### src/hw/rtl/lppd_pkg.sv
`timescale 1ns / 1ps
// ----------------------------------------------------------------------------
// Length-prefixed packet deframer: shared package
// Types, register map and constants used by the deframer modules.
// ----------------------------------------------------------------------------
package lppd_pkg;

    // Header layout: 16-bit command, 16-bit extension length, 32-bit payload length.
    localparam int HDR_LEN   = 8;
    localparam int HDR_CNT_W = $clog2(HDR_LEN);
    localparam logic [HDR_CNT_W-1:0] HDR_LAST = HDR_CNT_W'(HDR_LEN - 1);

    // Configuration port geometry.
    localparam int APB_ADDR_W = 4;
    localparam int APB_DATA_W = 32;

    // Register indexes (byte address divided by four).
    localparam logic [1:0] REG_PAY_LIMIT = 2'd0;
    localparam logic [1:0] REG_CHAT_CODE   = 2'd1;
    localparam logic [1:0] REG_LOGIN_CODE  = 2'd2;
    localparam logic [1:0] REG_REG_CODE    = 2'd3;

    // Reset values of the registers.
    localparam logic [31:0] RST_PAY_LIMIT = 32'(10 * 1024 * 1024);
    localparam logic [15:0] RST_CHAT_CODE   = 16'd0;
    localparam logic [15:0] RST_LOGIN_CODE  = 16'd1;
    localparam logic [15:0] RST_REG_CODE    = 16'd2;

    typedef enum logic [1:0] {
        FAULT_NONE        = 2'd0,
        FAULT_TOO_LARGE   = 2'd1,
        FAULT_CHAT_EXT    = 2'd2,
        FAULT_UNKNOWN_CMD = 2'd3
    } t_fault;

    typedef struct packed {
        logic [31:0] pay_limit;
        logic [15:0] chat_code;
        logic [15:0] login_code;
        logic [15:0] register_code;
    } t_cfg;

    typedef struct packed {
        logic [7:0]  out_byte;
        logic        has_data;
        logic [15:0] command;
        logic        in_payload;
        logic        first_of_packet;
        logic        last_of_packet;
        t_fault      fault;
    } t_result;

endpackage

### src/hw/rtl/lppd_cfg_regs.sv
`timescale 1ns / 1ps
// ----------------------------------------------------------------------------
// Length-prefixed packet deframer: configuration registers
// APB-style register file holding the payload limit and the command codes.
// ----------------------------------------------------------------------------
module lppd_cfg_regs
    import lppd_pkg::*;
(
    input  logic                  i_clk,
    input  logic                  i_rst_n,
    input  logic                  psel,
    input  logic                  penable,
    input  logic                  pwrite,
    input  logic [APB_ADDR_W-1:0] paddr,
    input  logic [APB_DATA_W-1:0] pwdata,
    output logic [APB_DATA_W-1:0] prdata,
    output logic                  pready,
    output t_cfg                  o_cfg
);

    t_cfg       r_cfg;
    logic       wr_en;
    logic [1:0] reg_idx;

    assign pready  = 1'b1;
    assign reg_idx = paddr[APB_ADDR_W-1:2];
    assign wr_en   = psel & penable & pwrite & pready;

    // Register writes on the access cycle.
    always_ff @(posedge i_clk) begin
        if (!i_rst_n) begin
            r_cfg.pay_limit     <= RST_PAY_LIMIT;
            r_cfg.chat_code     <= RST_CHAT_CODE;
            r_cfg.login_code    <= RST_LOGIN_CODE;
            r_cfg.register_code <= RST_REG_CODE;
        end else if (wr_en) begin
            unique case (reg_idx)
                REG_PAY_LIMIT:   r_cfg.pay_limit     <= pwdata[31:0];
                REG_CHAT_CODE:   r_cfg.chat_code     <= pwdata[15:0];
                REG_LOGIN_CODE:  r_cfg.login_code    <= pwdata[15:0];
                REG_REG_CODE:    r_cfg.register_code <= pwdata[15:0];
                default:         r_cfg.pay_limit     <= r_cfg.pay_limit;
            endcase
        end
    end

    // Read-back multiplexer.
    always_comb begin
        unique case (reg_idx)
            REG_PAY_LIMIT:   prdata = r_cfg.pay_limit;
            REG_CHAT_CODE:   prdata = {16'd0, r_cfg.chat_code};
            REG_LOGIN_CODE:  prdata = {16'd0, r_cfg.login_code};
            REG_REG_CODE:    prdata = {16'd0, r_cfg.register_code};
            default:         prdata = '0;
        endcase
    end

    assign o_cfg = r_cfg;

endmodule

### src/hw/rtl/lppd_parser.sv
`timescale 1ns / 1ps
// ----------------------------------------------------------------------------
// Length-prefixed packet deframer: parser
// Gathers the header, checks it, and tags every body byte in a single pass.
// ----------------------------------------------------------------------------
module lppd_parser
    import lppd_pkg::*;
(
    input  logic       i_clk,
    input  logic       i_rst_n,
    input  t_cfg       i_cfg,
    input  logic       i_accept,
    input  logic [7:0] i_byte,
    output logic       o_res_valid,
    output t_result    o_res
);

    logic [HDR_CNT_W-1:0] r_hdr_cnt,   n_hdr_cnt;
    logic [55:0]          r_hdr,       n_hdr;
    logic [15:0]          r_ext_left,  n_ext_left;
    logic [31:0]          r_pay_left,  n_pay_left;
    logic [15:0]          r_command,   n_command;
    logic                 r_first,     n_first;
    logic                 r_halted,    n_halted;
    logic                 r_in_body,   n_in_body;

    logic [63:0] hdr_full;
    logic [15:0] hdr_cmd;
    logic [15:0] hdr_ext;
    logic [31:0] hdr_pay;
    t_fault      hdr_fault;
    logic        last;

    assign hdr_full = {r_hdr, i_byte};
    assign hdr_cmd  = hdr_full[63:48];
    assign hdr_ext  = hdr_full[47:32];
    assign hdr_pay  = hdr_full[31:0];

    // Header check: payload limit first, then the chat rule, then unknown command.
    always_comb begin
        priority if (hdr_pay > i_cfg.pay_limit) begin
            hdr_fault = FAULT_TOO_LARGE;
        end else if (hdr_cmd == i_cfg.chat_code) begin
            hdr_fault = (hdr_ext != 16'd0) ? FAULT_CHAT_EXT : FAULT_NONE;
        end else if (hdr_cmd != i_cfg.login_code && hdr_cmd != i_cfg.register_code) begin
            hdr_fault = FAULT_UNKNOWN_CMD;
        end else begin
            hdr_fault = FAULT_NONE;
        end
    end

    // Next state and result for the accepted byte.
    always_comb begin
        n_hdr_cnt   = r_hdr_cnt;
        n_hdr       = r_hdr;
        n_ext_left  = r_ext_left;
        n_pay_left  = r_pay_left;
        n_command   = r_command;
        n_first     = r_first;
        n_halted    = r_halted;
        n_in_body   = r_in_body;
        o_res_valid = 1'b0;
        o_res       = '0;
        last        = 1'b0;

        if (i_accept && !r_halted) begin
            if (!r_in_body) begin
                n_hdr = hdr_full[55:0];
                if (r_hdr_cnt != HDR_LAST) begin
                    n_hdr_cnt = r_hdr_cnt + 1'b1;
                end else begin
                    n_hdr_cnt         = '0;
                    n_command         = hdr_cmd;
                    o_res.command     = hdr_cmd;
                    if (hdr_fault != FAULT_NONE) begin
                        n_halted    = 1'b1;
                        o_res_valid = 1'b1;
                        o_res.fault = hdr_fault;
                    end else if (hdr_ext == 16'd0 && hdr_pay == 32'd0) begin
                        // Empty body: a single marker result.
                        o_res_valid           = 1'b1;
                        o_res.first_of_packet = 1'b1;
                        o_res.last_of_packet  = 1'b1;
                    end else begin
                        n_in_body  = 1'b1;
                        n_ext_left = hdr_ext;
                        n_pay_left = hdr_pay;
                        n_first    = 1'b1;
                    end
                end
            end else begin
                // Extension bytes come before payload bytes.
                if (r_ext_left != 16'd0) begin
                    n_ext_left       = r_ext_left - 1'b1;
                    o_res.in_payload = 1'b0;
                end else begin
                    n_pay_left       = r_pay_left - 1'b1;
                    o_res.in_payload = 1'b1;
                end
                last                  = (n_ext_left == 16'd0) && (n_pay_left == 32'd0);
                n_first               = 1'b0;
                o_res_valid           = 1'b1;
                o_res.out_byte        = i_byte;
                o_res.has_data        = 1'b1;
                o_res.command         = r_command;
                o_res.first_of_packet = r_first;
                o_res.last_of_packet  = last;
                if (last) begin
                    n_in_body = 1'b0;
                end
            end
        end
    end

    // Parser state registers.
    always_ff @(posedge i_clk) begin
        if (!i_rst_n) begin
            r_hdr_cnt  <= '0;
            r_ext_left <= '0;
            r_pay_left <= '0;
            r_command  <= '0;
            r_first    <= 1'b0;
            r_halted   <= 1'b0;
            r_in_body  <= 1'b0;
        end else begin
            r_hdr_cnt  <= n_hdr_cnt;
            r_ext_left <= n_ext_left;
            r_pay_left <= n_pay_left;
            r_command  <= n_command;
            r_first    <= n_first;
            r_halted   <= n_halted;
            r_in_body  <= n_in_body;
        end
    end

    // Header shift register carries data only.
    always_ff @(posedge i_clk) begin
        r_hdr <= n_hdr;
    end

endmodule

### src/hw/rtl/lppd_out_reg.sv
`timescale 1ns / 1ps
// ----------------------------------------------------------------------------
// Length-prefixed packet deframer: output register
// Holds one result beat and lets a new byte in while the sink takes it.
// ----------------------------------------------------------------------------
module lppd_out_reg
    import lppd_pkg::*;
(
    input  logic    i_clk,
    input  logic    i_rst_n,
    input  logic    i_load,
    input  t_result i_res,
    input  logic    i_take_ready,
    output logic    o_can_load,
    output logic    o_valid,
    output t_result o_res
);

    logic    r_valid;
    t_result r_res;

    // Space is free when empty or when the held beat leaves this cycle.
    assign o_can_load = !r_valid || i_take_ready;

    always_ff @(posedge i_clk) begin
        if (!i_rst_n) begin
            r_valid <= 1'b0;
        end else if (o_can_load) begin
            r_valid <= i_load;
        end
    end

    always_ff @(posedge i_clk) begin
        if (o_can_load && i_load) begin
            r_res <= i_res;
        end
    end

    assign o_valid = r_valid;
    assign o_res   = r_res;

endmodule

### src/hw/rtl/length_prefixed_packet_deframer.sv
`timescale 1ns / 1ps
// ----------------------------------------------------------------------------
// Length-prefixed packet deframer
// Splits a byte stream into packets with an 8-byte big-endian header and
// passes on the extension and payload bytes tagged with the command.
// ----------------------------------------------------------------------------
// The block takes one stream byte per cycle unless the output stalls, and gives
// at most one result beat per byte, in the cycle after the byte is accepted;
// throughput is one byte per cycle, limited only by the single output register,
// which takes a new result in the same cycle the sink takes the old one. Header
// bytes give no beat until the eighth, where the header is checked against the
// registers: a fault beat (has_data low) stops the block, which then accepts and
// drops every byte until reset. A packet with no body gives one marker beat with
// both first and last set. Register writes take effect at the next header.
// ----------------------------------------------------------------------------
module length_prefixed_packet_deframer
    import lppd_pkg::*;
(
    input  logic                  i_clk,
    input  logic                  i_rst_n,
    // Input stream.
    input  logic                  s_axis_tvalid,
    output logic                  s_axis_tready,
    input  logic [7:0]            s_axis_tdata,   // [7:0] in_byte
    // Output stream.
    output logic                  m_axis_tvalid,
    input  logic                  m_axis_tready,
    output logic [23:0]           m_axis_tdata,   // [7:0] out_byte, [23:8] command
    output logic [4:0]            m_axis_tuser,   // [0] has_data, [1] in_payload,
                                                  // [2] first_of_packet, [4:3] fault
    output logic                  m_axis_tlast,   // last_of_packet
    // Configuration port.
    input  logic                  psel,
    input  logic                  penable,
    input  logic                  pwrite,
    input  logic [APB_ADDR_W-1:0] paddr,
    input  logic [APB_DATA_W-1:0] pwdata,
    output logic [APB_DATA_W-1:0] prdata,
    output logic                  pready
);

    t_cfg    cfg;
    t_result parse_res;
    t_result out_res;
    logic    parse_valid;
    logic    can_load;
    logic    accept;

    assign s_axis_tready = can_load;
    assign accept        = s_axis_tvalid & s_axis_tready;

    lppd_cfg_regs u_cfg_regs (
        .i_clk   (i_clk),
        .i_rst_n (i_rst_n),
        .psel    (psel),
        .penable (penable),
        .pwrite  (pwrite),
        .paddr   (paddr),
        .pwdata  (pwdata),
        .prdata  (prdata),
        .pready  (pready),
        .o_cfg   (cfg)
    );

    lppd_parser u_parser (
        .i_clk       (i_clk),
        .i_rst_n     (i_rst_n),
        .i_cfg       (cfg),
        .i_accept    (accept),
        .i_byte      (s_axis_tdata),
        .o_res_valid (parse_valid),
        .o_res       (parse_res)
    );

    lppd_out_reg u_out_reg (
        .i_clk        (i_clk),
        .i_rst_n      (i_rst_n),
        .i_load       (parse_valid),
        .i_res        (parse_res),
        .i_take_ready (m_axis_tready),
        .o_can_load   (can_load),
        .o_valid      (m_axis_tvalid),
        .o_res        (out_res)
    );

    // Pack the result beat onto the stream fields.
    assign m_axis_tdata = {out_res.command, out_res.out_byte};
    assign m_axis_tuser = {out_res.fault, out_res.first_of_packet,
                           out_res.in_payload, out_res.has_data};
    assign m_axis_tlast = out_res.last_of_packet;

endmodule
### config.mk
export PLATFORM = sky130hd
export DESIGN_NAME = length_prefixed_packet_deframer
export DESIGN_NICKNAME = d
export VERILOG_FILES = /design/src/hw/rtl/lppd_pkg.sv /design/src/hw/rtl/lppd_cfg_regs.sv /design/src/hw/rtl/lppd_parser.sv /design/src/hw/rtl/lppd_out_reg.sv /design/src/hw/rtl/length_prefixed_packet_deframer.sv
export SDC_FILE = /design/constraint.sdc
export NUM_CORES = 1
export LEC_CHECK = 0
export BUFFER_PORTS_ARGS = -buffer_cell sky130_fd_sc_hd__buf_2
export CAP_MARGIN = 30
export CORE_UTILIZATION = 35
export CTS_CLUSTER_DIAMETER = 150
export DETAILED_ROUTE_END_ITERATION = 12
export GPL_TIMING_DRIVEN = 0
export HOLD_SLACK_MARGIN = 0.05
export PLACE_DENSITY = 0.55
export SYNTH_ARGS = -nofsm -noshare
export SYNTH_HDL_FRONTEND = slang
export SYNTH_SLANG_ARGS = --single-unit
### constraint.sdc
create_clock -name i_clk -period 3.54 [get_ports i_clk]
set_input_delay 0.531 -clock i_clk [delete_from_list [all_inputs] [get_ports i_clk]]
set_output_delay 0.531 -clock i_clk [all_outputs]
set_load 0.005 [all_outputs]
==> reports/qor.csv, run 1 <==
metric,value,unit
status,"complete, no violations",
cts_tree,built,
dp_hpwl,34.0,mm
min_period,3450,ps
multi_input_area,6500,um^2
globalplace.congestion,0.962,
grt_pass1_vias,10700,
numCtsBuffers,27,
crit_arrival,3890,ps
initial_core_util,0.357,
htreeDepth,1,
root_buffer,clkbuf_16,
timing.final.max_slew_violations,0,
synth_mux_area_frac,0.0383,
grt_antenna_before_repair,0,
ctsHoldBuffers,0,
via_per_inst,5.75,
synthDistinctLibCells,82,
setup_tns,0,ps
cts_sinks,237,
grt_pass1_wl,68.0,mm
wl_per_cell,22.6,um
final_nets,1644,
power,6.29,mW
p_leak,5.39,nW
synth_fp_nets,1480,
row_count,68,
finClkSkew,12.4,ps
nFillCells,3495,
clockBufferDepth,3,
grt_max_degree,36,
drt_wl_total,45.9,mm
end_kind,flop,
die_w,190,um
synth-xor-area-share,0.0410,
drtAntennaViolNets,0,
start_kind,flop,
synth_adder_area_share,0.0363,
drc,0,
synthSimpleGateAreaFrac,0.251,
overflow,0,
yosys_warnings,0,
hold_end,u_cfg_regs.o_cfg[71]$_SDFFE_PN1P_,
vdd_drop_max,0.375,mV
holdPathStages,3,
finalSetupViolCount,0,
async_flop_share,0,
syn_inst,1393,
crit_fanout,7,
setup_ws,92.4,ps
pin_count,116,
tightest_slew,983,ps
synth_top_family_by_area,simple AND/OR/NAND/NOR gates,
cp.required,3990,ps
hp-start,pwdata[23],
grtUsageTotal,0.250,
clk_pin_slew,60,ps
yosysSeqAreaShare,0.452,
port_buffers,111,
hold_violations,0,
synth-compound-area-share,0.136,
clk-insertion-delay-late,560,ps
rr_endpoint,u_parser.r_in_body$_SDFFE_PN0P_,
rr_worst_depth,11,
avgSynthCellArea,8.90,um^2
ys_ff_latch,237,
rrSetupSlack,90,ps
coreArea,34700,um^2
firstDrtPassIters,7,
drtIter0Drc,1154,
regArea,5610,um^2
fmax,290,MHz
synth_flop_cell,dfxtp_1,
min_period_over_period,0.974,
critical_path_class,flop to flop,
power_density,421,nW/um^2
route.vias.total,11700,
die_h,190,um
dieArea,36200,um^2
drive_gt1_frac,0.172,
place_ws,-682,ps
area_delta_synth_final,20.6,%
holdCritPathClass,primary input to flop,
drv_cap,0,
syn_area,12400,um^2
rr_startpoint,u_parser.r_ext_left[0]$_SDFFE_PN0P_,
synth_edf_count,86,
relSlewSlack,0.345,
-- cell type report --
cell class,instances,area share
diodes,1,0.000167
plain buffers,96,0.0268
clock buffers,35,0.0479
clock inverters,15,0.0143
inverters,45,0.0113
multi-input cells,1016,0.435
flip-flops and latches,237,0.375
well taps,455,0.0381
repair buffers,134,0.0514
-- synth_stat cells (8+ instances only) --
library cell / number / area [um^2]
xnor2_1: 52 / 455
o21ai_0: 31 / 155
nor4_1: 38 / 238
a311o_1: 9 / 90.1
a31oi_1: 9 / 56.3
clkbuf_1: 83 / 312
or4_1: 11 / 82.6
edfxtp_1: 86 / 2580
nand3_1: 48 / 240
and3_1: 20 / 125
or3_1: 8 / 50.1
nor4b_1: 9 / 78.8
mux4_2: 16 / 360
nand4_1: 39 / 244
mux2i_1: 8 / 80.1
nor2_1: 57 / 214
ha_1: 36 / 450
nand4b_1: 9 / 78.8
nor3_1: 48 / 240
o221ai_1: 10 / 87.6
nand2_1: 287 / 1080
dfxtp_1: 151 / 3020
inv_1: 43 / 161
o211ai_1: 12 / 90.1
a21oi_1: 143 / 716
-- power breakdown --
| group | switching, mW | internal, mW |
|---|---|---|
| Clock | 1.19 | 1.80 |
| Sequential | 0.0844 | 2.88 |
| Combinational | 0.219 | 0.125 |
-- layer usage --
layer	track usage	share of wire	vias up
met4	0.0874	0.035	0
met2	0.375	0.43	528
met1	0.357	0.45	5655
li1	-	-	5417
met5	0	0	-
met3	0.0469	0.087	91
-- what timing repair did --
| action | CTS | global route |
|---|---|---|
| gates resized for setup | 28 | 36 |
| setup buffers | 10 | 10 |
| cloned | 0 | 1 |
| pin swaps | 6 | 10 |
| setup endpoints to repair | 80 | 53 |
-- cells by family (layout without fill, tap and decap cells) --
| kind of cell | after synthesis | count (layout) |
|---|---|---|
| simple gates | 624 | 625 |
| compound gates | 269 | 269 |
| fa+ha+maj | 36 | 36 |
| other cells | 1 | 2 |
| flops | 237 | 237 |
| xor+xnor | 58 | 58 |
| buf+inv | 141 | 325 |
| mux | 27 | 27 |
-- how the worst max path moves through the flow --
stage | from | end
after global routing | u_parser.r_ext_left[0]$_SDFFE_PN0P_ | u_parser.r_in_body$_SDFFE_PN0P_
final | u_parser.r_ext_left[0]$_SDFFE_PN0P_ | u_parser.r_in_body$_SDFFE_PN0P_
after CTS | u_parser.r_hdr[7]$_DFFE_PP_ | u_parser.r_pay_left[1]$_SDFFE_PN0P_
after floorplan | u_parser.r_hdr[5]$_DFFE_PP_ | u_out_reg.o_res[0]$_SDFFCE_PN0P_
after detailed placement | u_parser.r_hdr[42]$_DFFE_PP_ | u_out_reg.o_res[24]$_SDFFCE_PN0P_
after global placement | u_parser.r_hdr[42]$_DFFE_PP_ | u_out_reg.o_res[24]$_SDFFCE_PN0P_
-- flip-flops by register name, summed over array words and instances (netlist names), 3 cells and up --
signal and count:
u_cfg_regs.o_cfg 80, u_out_reg.o_res 30, u_parser.r_command 16, u_parser.r_ext_left 16
u_parser.r_hdr 56, u_parser.r_hdr_cnt 3, u_parser.r_pay_left 32
-- placed cells by master, fill, tap and decap left out, types with 12 or more instances in the layout --
cell         n
ha_1        34
buf_4       22
nand2_1    286
inv_1       40
nand4_1     39
clkbuf_16   27
xnor2_1     52
edfxtp_1    86
dfxtp_1    150
o211ai_1    12
clkbuf_1    81
nor3_1      45
mux4_2      16
nor2_1      54
and3_1      20
nor4_1      27
buf_2      118
o21ai_0     27
nand3_1     48
a21oi_1    142
-- worst max-delay path, cell delays in order, from the launching register on --
cell       delay [ps]
dfxtp_2           340
inv_2             110
ha_4              180
nor4b_4           210
buf_4             190
nand2_4            90
nor4_4            420
or4b_4            520
a2111o_1          510
nor4_4            290
o2111ai_4         240
and3_1            230
-- per-stage QoR --
stage	util	hold WS, ps	cell area [um^2]	std cells
floorplan	-	436	12400	1393
global placement	0.390	442	13500	1959
detailed placement	0.391	447	13600	1961
CTS	0.424	186	14700	2021
global route	0.430	195	14900	2033
finish	0.431	203	14900	2034
Power figures use the tool's default switching activity.
==> run 2: changes to the inputs <==
--- a/config.mk
+++ b/config.mk
@@ -5,6 +5,7 @@
 export SDC_FILE = /design/constraint.sdc
 export NUM_CORES = 1
 export LEC_CHECK = 0
+export ABC_AREA = 1
 export BUFFER_PORTS_ARGS = -buffer_cell sky130_fd_sc_hd__buf_2
 export CAP_MARGIN = 30
 export CORE_UTILIZATION = 35
==> run 2 against run 1 <==
Against the previous run: worst hold slack worse by 6.2 ps; non-clock buffer count decreased by 44; global-route usage decreased by 1.0 points; setup slack better by 390 ps; combinational power rose by 19%; flip-flop and latch count is the same; register-to-register slack improved by 390 ps; synthesized area rose by 4.2%; clock power is essentially flat; power rose by 1.0%; sequential share of layout area shrank 0.22 points; critical path type unchanged.
==> reports/qor.csv, run 2 <==
metric,value,unit,change
yosys.area.top_type_share,0.234,,was 0.244
clk_pin_slew,60,ps,about the same
synth_flop_cell,dfxtp_1,,unchanged
layout_commonest_cell,nand2_1,,unchanged
holdCritPathClass,primary input to flop,,unchanged
min_period_over_period,0.864,,was 0.974
synth_common_cells,"468 x nand2_1, 325 x nor2_1, 192 x inv_1",,"was 287 x nand2_1, 151 x dfxtp_1, 143 x a21oi_1"
largest_reg_flops,80,,unchanged
die_w,194,um,was 190 um
finClkSkew,12.5,ps,was 12.4 ps
via_per_inst,5.08,,was 5.75
vdd_drop_max,0.328,mV,was 0.375 mV
wl_per_cell,18.3,um,was 22.6 um
drc,0,,unchanged
postCtsSetupBuffers,0,,was 10
start_kind,flop,,unchanged
hold_end,u_cfg_regs.o_cfg[69]$_SDFFE_PN1P_,,was u_cfg_regs.o_cfg[71]$_SDFFE_PN1P_
htreeDepth,1,,unchanged
row_count,70,,was 68
hp-start,pwdata[21],,was pwdata[23]
area_delta_synth_final,16.3,%,was 20.6%
syn_area,12900,um^2,was 12400 um^2
initial_core_util,0.355,,was 0.357
yosys_warnings,0,,unchanged
p_leak,6.90,nW,was 5.39 nW
yosys-top-cells-area,"dfxtp_1 23%, edfxtp_1 20%, nand2_1 14%, nor2_1 9.4%, a21oi_1 6.5%",,"was dfxtp_1 24%, edfxtp_1 21%, nand2_1 8.7%, a21oi_1 5.8%, xnor2_1 3.7%"
finish.utilization,0.412,,was 0.431
synth_edf_count,86,,unchanged
syn_inst,1845,,was 1393
async_flop_share,0,,unchanged
grt_antenna_before_repair,0,,unchanged
critical_path_class,flop to flop,,unchanged
die_h,194,um,was 190 um
numCtsBuffers,27,,unchanged
hold_violations,0,,unchanged
fmax,327,MHz,was 290 MHz
crit_arrival,3510,ps,was 3890 ps
clockPowerShare,0.470,,was 0.475
rr_endpoint,u_out_reg.o_valid$_SDFFE_PN0N_,,was u_parser.r_in_body$_SDFFE_PN0P_
drv_cap,0,,unchanged
status,"complete, no violations",,unchanged
clockBufferDepth,3,,unchanged
clk-insertion-delay-late,560,ps,about the same
cts_sinks,237,,unchanged
crit_fanout,31,,was 7
relSlewSlack,0.396,,was 0.345
diodes,0,,was 1
drtAntennaViolNets,0,,unchanged
avgSynthCellArea,7.00,um^2,was 8.90 um^2
rrSetupSlack,480,ps,was 90 ps
finalSetupViolCount,0,,unchanged
placed_area,14100,um^2,was 13600 um^2
place_ws,277,ps,was -682 ps
stdcell_count,2474,,was 2034
rsz0062_at_grt,false,,
min_period,3060,ps,was 3450 ps
grt_max_degree,34,,was 36
route.vias.total,12600,,was 11700
coreArea,36400,um^2,was 34700 um^2
yosysTopAreaCell,dfxtp_1,,unchanged
setup_ws,481,ps,was 92.4 ps
synth_fp_nets,1932,,was 1480
cts_tree,built,,unchanged
grt_pass1_vias,11700,,was 10700
final_cell_area,15000,um^2,was 14900 um^2
dpl.cell_count,2425,,was 1961
p_int,4.82,mW,was 4.80 mW
final_cell_mix,"467 x nand2_1, 324 x nor2_1, 192 x inv_1",,"was 286 x nand2_1, 150 x dfxtp_1, 142 x a21oi_1"
dieArea,37700,um^2,was 36200 um^2
grtUsageTotal,0.239,,was 0.250
final_nets,2073,,was 1644
rr_startpoint,u_parser.r_hdr[17]$_DFFE_PP_,,was u_parser.r_ext_left[0]$_SDFFE_PN0P_
end_kind,flop,,unchanged
synthDistinctLibCells,40,,was 82
ys_ff_latch,237,,unchanged
port_buffers,111,,unchanged
grt_pass1_wl,69.1,mm,was 68.0 mm
pin_count,116,,unchanged
root_buffer,clkbuf_16,,unchanged
power_density,423,nW/um^2,was 421 nW/um^2
ctsHoldBuffers,0,,unchanged
cp.required,3990,ps,about the same
switchingPower,1.54,mW,was 1.50 mW
rr_worst_depth,13,,was 11
drive_gt1_frac,0.0992,,was 0.172
drtIter0Drc,945,,was 1154
yosysSeqAreaShare,0.434,,was 0.452
swShare,0.242,,was 0.238
holdPathStages,3,,unchanged
timing.final.max_slew_violations,0,,unchanged
firstDrtPassIters,6,,was 7
tightest_slew,902,ps,was 983 ps
cts_resized,0,,was 28
dp_hpwl,35.0,mm,was 34.0 mm
drt_wl_total,45.4,mm,was 45.9 mm
nFillCells,3903,,was 3495
combPwrFrac,0.064,,was 0.055
overflow,0,,unchanged
globalplace.congestion,0.969,,was 0.962
yosysMostFrequentCell,nand2_1,,unchanged
seq_power_share,0.465,,was 0.470
[run 2: cell count changes after synthesis, moves of 25 or more]
cell | before | now
nor2_1 | 57 | 325
a21oi_1 | 143 | 168
inv_1 | 43 | 192
nand2_1 | 287 | 468
o21ai_0 | 31 | 141
clkbuf_1 | 83 | 42
nor3_1 | 48 | 5
nand3_1 | 48 | 79
xnor2_1 | 52 | 14
nor4_1 | 38 | 4
[run 2: layer usage]
metal | share of wire | GRT usage | vias up
li1 | - | - | 6229
met1 | 0.46 | 0.329 | 5845
met2 | 0.45 | 0.382 | 414
met3 | 0.063 | 0.0398 | 72
met4 | 0.028 | 0.0752 | 0
met5 | 0 | 0 | -
[run 2: cell families (layout without fill, tap and decap cells)]
kind of cell | Yosys count | in the layout | share of synthesized area
flops | 237 | 237 | 0.434
fa+ha+maj | 36 | 36 | 0.0349
other cells | 1 | 1 | 0.000290
buf+inv | 282 | 443 | 0.0868
compound gates | 324 | 324 | 0.128
simple gates | 927 | 927 | 0.290
xor+xnor | 36 | 36 | 0.0244
mux | 2 | 2 | 0.00155
[run 2: power groups by stage]
stage               clock network [mW]  logic (mW)  registers [mW]
CTS                               3.05       0.407            2.96
detailed placement                   0       0.406            3.02
global route                      3.16       0.462            2.96
global placement                     0       0.399            3.02
finish                            2.99       0.410            2.96
floorplan                            0       0.241            2.98
[run 2: final cells by class]
class | count | area (um^2) | area share
Multi-Input combinational cell | 1326 | 6200 | 0.413
Sequential cell | 237 | 5610 | 0.373
Inverter | 208 | 781 | 0.0520
Clock buffer | 36 | 759 | 0.0505
Tap cell | 468 | 586 | 0.0390
Timing Repair Buffer | 112 | 576 | 0.0383
Buffer | 74 | 340 | 0.0226
Clock inverter | 13 | 179 | 0.0119
[run 2: critical path: stages (launching register included)]
cell and delay, ps:
edfxtp_1 530, ha_1 350, a21oi_1 120, o21ai_0 90, nand2_1 70, nand2_1 50
a21oi_1 160, nand2_1 70, nand2_1 350, nand3_1 120, nand2_1 100, nand2_2 510
o21ai_0 360, inv_1 60
[run 2: worst max-delay path by stage]
stage / slack (ps) / cells past startpoint / startpoint / end
after floorplan: 690 / 6 / m_axis_tready / u_parser.r_hdr_cnt[0]$_SDFFE_PN0P_
after global placement: -250 / 7 / m_axis_tready / u_parser.r_hdr_cnt[0]$_SDFFE_PN0P_
after detailed placement: 280 / 20 / s_axis_tdata[0] / u_out_reg.o_valid$_SDFFE_PN0N_
after CTS: 450 / 12 / u_parser.r_hdr[15]$_DFFE_PP_ / u_out_reg.o_valid$_SDFFE_PN0N_
after global routing: 80 / 12 / u_parser.r_hdr[15]$_DFFE_PP_ / u_out_reg.o_valid$_SDFFE_PN0N_
final: 480 / 13 / u_parser.r_hdr[17]$_DFFE_PP_ / u_out_reg.o_valid$_SDFFE_PN0N_
[run 2: metrics by stage]
stage / hold WS [ps] / TNS (ps) / power, mW
2_1_floorplan: 426 / 0 / 3.22
3_3_place_gp: 434 / -9850 / 3.42
3_5_place_dp: 441 / 0 / 3.42
4_1_cts: 168 / 0 / 6.42
5_1_grt: 190 / 0 / 6.59
6_report: 196 / 0 / 6.36
==> run 3: changes to the inputs <==
--- a/config.mk
+++ b/config.mk
@@ -9,11 +9,11 @@
 export BUFFER_PORTS_ARGS = -buffer_cell sky130_fd_sc_hd__buf_2
 export CAP_MARGIN = 30
 export CORE_UTILIZATION = 35
+export CTS_BUF_LIST = sky130_fd_sc_hd__clkbuf_16
 export CTS_CLUSTER_DIAMETER = 150
 export DETAILED_ROUTE_END_ITERATION = 12
 export GPL_TIMING_DRIVEN = 0
 export HOLD_SLACK_MARGIN = 0.05
-export PLACE_DENSITY = 0.55
 export SYNTH_ARGS = -nofsm -noshare
 export SYNTH_HDL_FRONTEND = slang
 export SYNTH_SLANG_ARGS = --single-unit
==> run 3 against run 2 <==
Against the previous run: fmax up 3.4%; clock skew up 37 ps; sequential power about the same; largest cell class unchanged; core utilization down 0.24 points; register-to-register slack better by 100 ps; design area down 0.57%; critical endpoint unchanged; flip-flop and latch count unchanged; count of clock-buffer cells in the layout down 8; power down 4.6%; highest routed layer unchanged; clock power down 9.7%; first-iteration DRC count up 18%.
==> reports/qor.csv, run 3 (synthesized netlist as in run 2, its figures left out) <==
metric,value,unit,change
pin_count,116,,unchanged
firstDrtPassIters,6,,unchanged
finClkSkew,49.9,ps,was 12.5 ps
critical_path_class,flop to flop,,unchanged
met1_usage,0.316,,was 0.329
power,6.07,mW,was 6.36 mW
grtUsageTotal,0.231,,was 0.239
status,"complete, no violations",,unchanged
clk-insertion-delay-late,600,ps,was 560 ps
layout_commonest_cell,nand2_1,,unchanged
worst_path_max_delay_cell,edfxtp_1,,unchanged
place_ws,347,ps,was 277 ps
port_buffers,111,,unchanged
drive_gt1_frac,0.0956,,was 0.0992
seq_power_share,0.488,,was 0.465
swShare,0.254,,was 0.242
p_int,4.52,mW,was 4.82 mW
initial_core_util,0.355,,unchanged
drv_cap,0,,unchanged
ctsHoldBuffers,0,,unchanged
hold_ws,154,ps,was 196 ps
fmax,338,MHz,was 327 MHz
tightest_slew,869,ps,was 902 ps
timing.final.max_slew_violations,0,,unchanged
min_period,2960,ps,was 3060 ps
final_cell_mix,"467 x nand2_1, 324 x nor2_1, 205 x inv_1",,"was 467 x nand2_1, 324 x nor2_1, 192 x inv_1"
area_delta_synth_final,15.7,%,was 16.3%
switchingPower,1.54,mW,about the same
rr_endpoint,u_out_reg.o_valid$_SDFFE_PN0N_,,unchanged
rr_startpoint,u_parser.r_hdr[17]$_DFFE_PP_,,unchanged
relSlewSlack,0.419,,was 0.396
dieArea,37700,um^2,unchanged
die_h,194,um,unchanged
hp-start,pwdata[23],,was pwdata[21]
globalplace.congestion,0.968,,was 0.969
clockPowerShare,0.445,,was 0.470
grt_max_degree,34,,unchanged
drtAntennaViolNets,0,,unchanged
grt_pass1_vias,11700,,about the same
overflow,0,,unchanged
power_density,406,nW/um^2,was 423 nW/um^2
setup_ws,582,ps,was 481 ps
coreArea,36400,um^2,unchanged
top_usage_layer,met2,,unchanged
crit_fanout,31,,unchanged
use_met2,0.368,,was 0.382
clockBufferDepth,3,,unchanged
cp.required,3990,ps,about the same
finalSetupViolCount,0,,unchanged
wl_per_cell,17.9,um,was 18.3 um
rrSetupSlack,580,ps,was 480 ps
clk_pin_slew,60,ps,about the same
holdPathStages,3,,unchanged
htreeDepth,1,,unchanged
row_count,70,,unchanged
start_kind,flop,,unchanged
cts_sinks,237,,unchanged
vdd_drop_max,0.348,mV,was 0.328 mV
die_w,194,um,unchanged
postCtsSetupBuffers,0,,unchanged
drc,0,,unchanged
largest_reg_flops,80,,unchanged
dp_hpwl,34.2,mm,was 35.0 mm
cp_num_buf_inv,1,,unchanged
grt_antenna_before_repair,0,,unchanged
diodes,0,,unchanged
crit_family,simple AND/OR/NAND/NOR gates,,unchanged
crit_top_cell,nand2_1,,unchanged
crit_arrival,3410,ps,was 3510 ps
end_kind,flop,,unchanged
final_nets,2074,,was 2073
grt_use_met3,0.0320,,was 0.0398
route.vias.total,12600,,about the same
numCtsBuffers,28,,was 27
cts_resized,0,,unchanged
cp.depth,13,,unchanged
rsz0062_at_grt,false,,unchanged
hold_violations,0,,unchanged
setup_tns,0,ps,unchanged
combPwrFrac,0.067,,was 0.064
grt_pass1_wl,67.3,mm,was 69.1 mm
critPathMaxStageDelay,520,ps,was 530 ps
p_leak,6.89,nW,was 6.90 nW
drtIter0Drc,1119,,was 945
min_period_over_period,0.835,,was 0.864
root_buffer,clkbuf_16,,unchanged
holdCritPathClass,primary input to flop,,unchanged
drt_wl_total,44.2,mm,was 45.4 mm
hold_end,u_cfg_regs.o_cfg[71]$_SDFFE_PN1P_,,was u_cfg_regs.o_cfg[69]$_SDFFE_PN1P_
via_per_inst,5.10,,was 5.08
path_cells,"ha_1, a21oi_1, o21ai_0, nand2_1, nand2_1, a21oi_1, nand2_1, nand2_1, nand3_1, nand2_1, nand2_2, o21ai_0, inv_1",,unchanged
cts_tree,built,,unchanged
rr_worst_depth,13,,unchanged
==> run 3: changes by cell type in the layout (fill, tap and decap cells not counted), sizes merged <==
cell / before / now
bufinv: 4 / 1
clkbuf: 78 / 70
clkinv: 9 / 7
clkinvlp: 0 / 3
inv: 208 / 220
==> run 3: worst max-delay path by stage <==
stage	from	endpoint
finish	u_parser.r_hdr[17]$_DFFE_PP_	u_out_reg.o_valid$_SDFFE_PN0N_
global route	u_parser.r_hdr[15]$_DFFE_PP_	u_out_reg.o_valid$_SDFFE_PN0N_
CTS	u_parser.r_hdr[15]$_DFFE_PP_	u_out_reg.o_valid$_SDFFE_PN0N_
detailed placement	s_axis_tdata[0]	u_out_reg.o_valid$_SDFFE_PN0N_
global placement	m_axis_tready	u_parser.r_hdr_cnt[0]$_SDFFE_PN0P_
floorplan	m_axis_tready	u_parser.r_hdr_cnt[0]$_SDFFE_PN0P_
==> run 3: final cells by class <==
type	instances	area, um^2
buffer	74	340
inverter	208	781
clock inverter	23	151
clock buffer	28	701
multi-input combinational	1326	6200
tap	468	586
timing repair buffer	112	576
sequential	237	5610
fill	3921	21500
==> run 3: power groups by stage <==
stage	Combinational, mW	Sequential (mW)	Clock (mW)
4_1_cts	0.405	2.96	2.75
2_1_floorplan	0.241	2.98	0
6_report	0.407	2.96	2.70
5_1_grt	0.456	2.96	2.86
3_5_place_dp	0.402	3.02	0
3_3_place_gp	0.394	3.02	0
==> run 3: worst min-delay path: stages <==
cell and delay [ps]:
buf_2 80, nand2_1 40, o211ai_1 60
==> run 3: metal layers <==
metal	vias to the layer above	routed length, um
met5	-	0
met4	0	1590
met3	84	3020
met2	462	19500
met1	5852	20100
li1	6219	-
==> run 3: metrics by stage <==
| stage | util | area [um^2] | std cells |
|---|---|---|---|
| floorplan | - | 12900 | 1845 |
| global placement | 0.386 | 14100 | 2424 |
| detailed placement | 0.387 | 14100 | 2425 |
| CTS | 0.410 | 14900 | 2476 |
| global route | 0.410 | 14900 | 2476 |
| finish | 0.410 | 14900 | 2476 |
